**src/rtl/core/phrd_pkg.sv**
```systemverilog
// Shared types, constants and helper functions of the PPG heart-rate detector.
// Used by every module of the block; depends on nothing else.
package phrd_pkg;

  localparam int SAMPLE_W = 18;
  localparam int FRAC_W   = 8;
  localparam int PULSE_W  = SAMPLE_W + FRAC_W + 2;
  localparam int TIME_W   = 48;
  localparam int IVL_W    = 24;
  localparam int CFG_W    = 24;
  localparam int CIDX_W   = 3;
  localparam int ENV_W    = 20;
  localparam int BPM_W    = 11;
  localparam int LED_W    = 8;
  localparam int CNT16_W  = 16;
  localparam int ACC_W    = 34;
  localparam int QUO_W    = 30;

  localparam int WIN    = 5;
  localparam int IDX_W  = $clog2(WIN);
  localparam int WCNT_W = $clog2(WIN + 1);

  localparam logic signed [16:0] HP_COEF    = 17'sd62915;
  localparam logic signed [15:0] LP_COEF    = 16'sd14418;
  localparam logic [15:0]        DECAY_FAST = 16'd63570;
  localparam logic [15:0]        DECAY_SLOW = 16'd65208;
  localparam logic [ENV_W-1:0]   ENV_CLIP   = ENV_W'(3000 << FRAC_W);
  localparam logic [ENV_W-1:0]   ENV_FLOOR  = ENV_W'(80 << FRAC_W);
  localparam logic [QUO_W-1:0]   RATE_NUM   = QUO_W'(600000000);
  localparam logic [BPM_W-1:0]   RATE_MAX   = BPM_W'(2047);
  localparam logic [TIME_W-1:0]  HOLD_US    = TIME_W'(5000000);
  localparam logic [LED_W-1:0]   LED_STEP   = 8'h10;
  localparam logic [LED_W-1:0]   LED_MIN    = 8'h30;
  localparam logic [LED_W-1:0]   LED_MAX    = 8'hFF;
  localparam logic [LED_W-1:0]   LED_RESET  = 8'hA0;

  localparam logic signed [47:0] PULSE_MAX_X = 48'sd134217727;
  localparam logic signed [47:0] PULSE_MIN_X = -48'sd134217728;

  // Configuration register indexes.
  localparam logic [CIDX_W-1:0] REG_SKIN_ON  = 3'd0;
  localparam logic [CIDX_W-1:0] REG_SKIN_OFF = 3'd1;
  localparam logic [CIDX_W-1:0] REG_WARMUP   = 3'd2;
  localparam logic [CIDX_W-1:0] REG_MIN_IVL  = 3'd3;
  localparam logic [CIDX_W-1:0] REG_MAX_IVL  = 3'd4;
  localparam logic [CIDX_W-1:0] REG_LED_LOW  = 3'd5;
  localparam logic [CIDX_W-1:0] REG_LED_HIGH = 3'd6;
  localparam logic [CIDX_W-1:0] REG_LED_PER  = 3'd7;

  typedef struct packed {
    logic             load;
    logic             pre;
    logic             hp;
    logic             lp;
    logic             env;
    logic             beat;
    logic             med;
    logic [IDX_W-1:0] med_idx;
    logic             div_start;
    logic             led1;
    logic             led2;
    logic             fin;
    logic             out_load;
  } phrd_cmd_t;

  typedef struct packed {
    logic contact;
    logic detect;
    logic need_med;
    logic led_due;
    logic div_done;
    logic out_free;
  } phrd_status_t;

  function automatic logic signed [PULSE_W-1:0] sat_pulse(input logic signed [47:0] v);
    if (v > PULSE_MAX_X) return PULSE_W'(PULSE_MAX_X);
    if (v < PULSE_MIN_X) return PULSE_W'(PULSE_MIN_X);
    return PULSE_W'(v);
  endfunction

endpackage

```
**src/rtl/core/phrd_ctrl.sv**
```systemverilog
// Sequencer of the heart-rate detector: steps the datapath through one
// transaction. Uses phrd_pkg.
module phrd_ctrl (
  input  logic                   clk,
  input  logic                   rst_n,
  input  logic                   in_valid,
  output logic                   in_stall,
  input  phrd_pkg::phrd_status_t status,
  output phrd_pkg::phrd_cmd_t    cmd
);
  import phrd_pkg::*;

  localparam logic [3:0] ST_IDLE = 4'd0;
  localparam logic [3:0] ST_PRE  = 4'd1;
  localparam logic [3:0] ST_HP   = 4'd2;
  localparam logic [3:0] ST_LP   = 4'd3;
  localparam logic [3:0] ST_ENV  = 4'd4;
  localparam logic [3:0] ST_BEAT = 4'd5;
  localparam logic [3:0] ST_MED  = 4'd6;
  localparam logic [3:0] ST_DIVS = 4'd7;
  localparam logic [3:0] ST_DIVW = 4'd8;
  localparam logic [3:0] ST_LED1 = 4'd9;
  localparam logic [3:0] ST_LED2 = 4'd10;
  localparam logic [3:0] ST_FIN  = 4'd11;
  localparam logic [3:0] ST_OUT  = 4'd12;

  logic [3:0]       state_r, state_nxt;
  logic [IDX_W-1:0] idx_r, idx_nxt;

  always_comb begin
    state_nxt   = state_r;
    idx_nxt     = idx_r;
    cmd         = '0;
    cmd.med_idx = idx_r;
    case (state_r)
      ST_IDLE: begin
        if (in_valid) begin
          cmd.load  = 1'b1;
          state_nxt = ST_PRE;
        end
      end
      ST_PRE: begin
        cmd.pre = 1'b1;
        // Contact is decided during this step, so the branch waits for it.
        state_nxt = ST_HP;
      end
      ST_HP: begin
        if (status.contact) begin
          cmd.hp    = 1'b1;
          state_nxt = ST_LP;
        end else begin
          state_nxt = ST_FIN;
        end
      end
      ST_LP: begin
        cmd.lp    = 1'b1;
        state_nxt = ST_ENV;
      end
      ST_ENV: begin
        if (status.detect) begin
          cmd.env   = 1'b1;
          state_nxt = ST_BEAT;
        end else begin
          state_nxt = ST_FIN;
        end
      end
      ST_BEAT: begin
        cmd.beat  = 1'b1;
        idx_nxt   = '0;
        state_nxt = ST_MED;
      end
      ST_MED: begin
        if (!status.need_med) begin
          state_nxt = status.led_due ? ST_LED1 : ST_FIN;
        end else begin
          cmd.med = 1'b1;
          idx_nxt = idx_r + IDX_W'(1);
          if (idx_r == IDX_W'(WIN - 1)) state_nxt = ST_DIVS;
        end
      end
      ST_DIVS: begin
        cmd.div_start = 1'b1;
        state_nxt     = ST_DIVW;
      end
      ST_DIVW: begin
        if (status.div_done) state_nxt = status.led_due ? ST_LED1 : ST_FIN;
      end
      ST_LED1: begin
        cmd.led1  = 1'b1;
        state_nxt = ST_LED2;
      end
      ST_LED2: begin
        cmd.led2  = 1'b1;
        state_nxt = ST_FIN;
      end
      ST_FIN: begin
        cmd.fin   = 1'b1;
        state_nxt = ST_OUT;
      end
      ST_OUT: begin
        if (status.out_free) begin
          cmd.out_load = 1'b1;
          state_nxt    = ST_IDLE;
        end
      end
      default: state_nxt = ST_IDLE;
    endcase
  end

  always_ff @(posedge clk) begin
    if (!rst_n) begin
      state_r <= ST_IDLE;
      idx_r   <= '0;
    end else begin
      state_r <= state_nxt;
      idx_r   <= idx_nxt;
    end
  end

  assign in_stall = (state_r != ST_IDLE);

endmodule

```
**config.mk**
```make
export PLATFORM = sky130hd
export DESIGN_NAME = phrd_ctrl
export DESIGN_NICKNAME = d
export VERILOG_FILES = /design/src/rtl/core/phrd_pkg.sv /design/src/rtl/core/phrd_ctrl.sv
export SDC_FILE = /design/constraint.sdc
export NUM_CORES = 1
export LEC_CHECK = 0
export ABC_AREA = 1
export ABC_CLOCK_PERIOD_IN_PS = 2750
export BUFFER_PORTS_ARGS = -buffer_cell sky130_fd_sc_hd__buf_2
export CAP_MARGIN = 30
export CORE_MARGIN = 8
export CORE_UTILIZATION = 45
export CTS_CLUSTER_DIAMETER = 50
export DETAILED_ROUTE_END_ITERATION = 10
export GPL_TIMING_DRIVEN = 1
export HOLD_SLACK_MARGIN = 0.1
export PLACE_DENSITY = 0.73
export SYNTH_ARGS = -nofsm -noshare
export SYNTH_HDL_FRONTEND = slang
export SYNTH_SLANG_ARGS = --single-unit
export TNS_END_PERCENT = 20
```
**constraint.sdc**
```tcl
create_clock -name clk -period 2.75 [get_ports clk]
set_input_delay 0.55 -clock clk [delete_from_list [all_inputs] [get_ports clk]]
set_output_delay 0.55 -clock clk [all_outputs]
set_load 0.02 [all_outputs]
```
-- Word-level counts from Yosys, hierarchy flattened
Cells that the tools add are included.
- bits in registers: 7
- word-level logic and storage cells: 54
- add/sub/neg operators: 1
- equal/unequal tests: 18
- multiplexer cells: 28
- reduce and logical (&&, ||, !) cells: 5
- operator list (kind ; count):
    $pmux W4 S13 ; 1
    $mux W4 ; 7
    $eq A4 B4 Y1 const B ; 5
    $mux W1 ; 17
    $eq A4 B3 Y1 const B ; 4
    $eq A4 B2 Y1 const B ; 2
    $ne A2 B2 Y1 const B ; 4
    $pmux W3 S2 ; 1
    $eq A4 B1 Y1 const B ; 1
    $logic_not A4 Y1 ; 1
    $reduce_and A4 Y1 ; 1
    $reduce_bool A4 Y1 ; 1
    $add A3 B1 Y3 const B ; 1
    $eq A3 B3 Y1 const B ; 1
    $mux W3 ; 1
    $ne A3 B3 Y1 const B ; 1
    $mux W2 ; 1
    $reduce_and A2 Y1 ; 1
    $reduce_bool A2 Y1 ; 1

-- Logic depth before layout (Yosys ltp)
- word-level depth: 4
- depth in mapped cells: 8
- gate-level depth less buffers: 8

-- Least setup slack after synthesis
OpenSTA, ideal clock, no wires.
- kind: input-to-output
- start point: input port status[0] (netlist name)
- end point: output port cmd[0] (netlist name)
- arrival time: 1.274 ns
- path slack: 0.926 ns
- stages on the path: 2
- path buffers: 0
- cell sequence: inv_1 > nor4_1
- RTL lines (what ; RTL line ; source):
    from (decl) ; phrd_ctrl.sv:8 ; input phrd_pkg::phrd_status_t status,
    to (decl) ; phrd_ctrl.sv:9 ; output phrd_pkg::phrd_cmd_t cmd

==> impl_metrics.py <==
metrics = {
    "finish": {
        "drive_above_1_share": 0.339,
        "mostFrequentLayoutCells": "buf_2, inv_1, nand2_1",
        "layout_commonest_cell": "buf_2",
        "syn_to_final_growth_pct": 27.0,
        "antenna_cells": 0,
        "final_area_sq_um": 777,
        "multiInputGateArea_sq_um": 393,
        "fillers": 128,
        "register_area_sq_um": 140,
        "final_nets": 139,
    },
    "sta": {
        "period_minus_slack_ns": 1.86,
        "finalSetupViolCount": 0,
        "min_period_over_period": 0.678,
        "finalMaxSlewViolations": 0,
        "maxSlewHeadroom": 0.808,
        "worst_pin_slew_ns": 0.288,
        "rsz0062_at_grt": "false",
        "setup_tns_ns": 0,
        "hold_violations": 0,
        "fmax_mhz": 536,
        "finClkSkew_ns": 0.00669,
    },
    "setup_path": {
        "path_cells": "inv_1 -> nor2_4 -> nand2_1 -> nor2_2 -> buf_2",
        "crit_fanout": 6,
        "crit_arrival_ns": 1.31,
        "critPathKind": "reg2out",
        "crit_path_max_incr_delay_ns": 0.41,
        "crit_path_start_kind": "flop",
        "worstPathRequired_ns": 2.20,
        "end_kind": "output port",
        "r2r_cells": 7,
        "crit_slowest_cell": "dfxtp_1",
    },
    "power_and_ir_drop": {
        "p_total_uw": 329,
        "irDropWorstVdd_mv": 0.296,
        "p_leak_uw": 0.000449,
        "power_density_nw_per_um2": 423,
    },
    "placement": {
        "dp.final_hpwl_mm": 1.26,
        "port_buffers": 24,
        "gp_congestion": 0.801,
        "dpl_cell_area_sq_um": 751,
    },
    "detailed_routing": {
        "vias_per_cell": 4.73,
        "totalWireLength_mm": 1.45,
        "drt_iter0_markers": 13,
        "antenna_left": 0,
        "dr.pass1.iters": 4,
        "routedWlPerCell_microns": 10.2,
        "drc": 0,
        "via_count": 672,
    },
    "global_route": {
        "grt_pass1_wl_mm": 2.45,
        "grt_pass1_vias": 624,
        "grt_max_degree": 8,
        "grt-ovfl-total": 0,
        "grtUsageTotal": 0.113,
        "antenna_found_initial": 0,
    },
    "logic_synthesis": {
        "synthCells": 99,
        "synth.area.top_cells": "dfxtp_1, inv_1, nand2_1, nor2_1, nor2_4",
        "ys_ff_latch": 7,
        "synth_top_area_frac": 0.229,
        "seq_area_frac_synth": 0.229,
        "yosysTopAreaCell": "dfxtp_1",
        "synth.net_count": 110,
        "ys_types": 22,
        "avgSynthCellArea_sq_um": 6.18,
        "synth_area_sq_um": 612,
        "synth_warnings": 0,
    },
    "clock_tree": {
        "h-tree-depth": 1,
        "tritoncts": "done",
        "cts_buffers": 3,
        "ctsHoldBuffers": 0,
        "post-cts-setup-buffers": 0,
        "clockBufferDepth": 2,
        "clock_latency_ns": 0.25,
        "clk_pin_slew_worst_paths_ns": 0.05,
        "cts_sinks": 7,
        "ctsResizeCount": 0,
        "cts_root_buffer": "clkbuf_4",
    },
    "outcome": {
        "status": "finished, final reports clean",
    },
    "floorplanning": {
        "dieWidth_microns": 52.9,
        "initial_utilization": 0.476,
        "die_h_microns": 52.9,
        "row_count": 13,
        "coreArea_sq_um": 1280,
        "io_pins": 25,
        "die_area_sq_um": 2800,
    },
    "hold_path": {
        "hold_path_depth": 2,
        "hold_path_class": "reg2reg",
    },
    "run": {
        "cap_violations": 0,
    },
}
## logic make-up after synthesis
| logic type | after synthesis | synth area share |
|---|---|---|
| buffers and inverters | 21 | 0.129 |
| and+or+nand+nor | 56 | 0.468 |
| adders and majority gates | 2 | 0.0409 |
| DFF | 7 | 0.229 |
| AOI/OAI and AO/OA | 13 | 0.133 |
## through the flow
step                      std cells  hold WS [ns]  utilization  worst slack (ns)
after floorplan                  99         0.505            -             0.926
after global placement          138         0.524        0.584              1.13
after detailed placement        138         0.546        0.584              1.13
after CTS                       142         0.556        0.605             0.870
after global routing            142         0.576        0.605             0.773
final                           142         0.551        0.605             0.885
## cells in the mapped netlist (all sizes together)
master and n:
a21oi 6, and3 1, dfxtp 7, ha 2, inv 21, nand2 24, nand3 5, nand4 1
nor2 20, nor3 4, nor4 1, o21ai 6, o22ai 1
## layer usage
layer,up-vias,GRT usage,share of wire
met3,2,0.0252,0.063
met4,0,0.0647,0.0083
li1,364,-,-
met5,-,0,0
met2,18,0.184,0.49
met1,288,0.131,0.44
## registers in the layout, summed over array words and instances, names as in the netlist
name	flops
state_r	4
idx_r	3
## critical path, delay by kind of cell, from the launching register on
family                 cells  cell delay [ns]
flip-flops                 1             0.41
AND/OR/NAND/NOR            3             0.34
buffers and inverters      2             0.32
## report_power, final
group	total [uW]	internal [uW]	switching, uW
logic	118	41.0	76.9
clock network	88.8	55.1	33.7
registers	122	108	13.7
total	329	205	124
## path summary, 6_finish.rpt
kind | start | end | slack [ns]
min reg2reg | idx_r[2] | idx_r[2] | 0.55
max reg2reg | state_r[0] | idx_r[1] | 1.42
max | state_r[2] | cmd[8] | 0.89
min | idx_r[2] | idx_r[2] | 0.55
## layout make-up
class | instances | share of cell area
well taps | 15 | 0.0242
multi-input cells | 71 | 0.506
inverters | 21 | 0.101
clock buffers | 4 | 0.0338
flip-flops and latches | 7 | 0.180
repair buffers | 24 | 0.155
No activity file was read; power rests on OpenSTA's default activity.
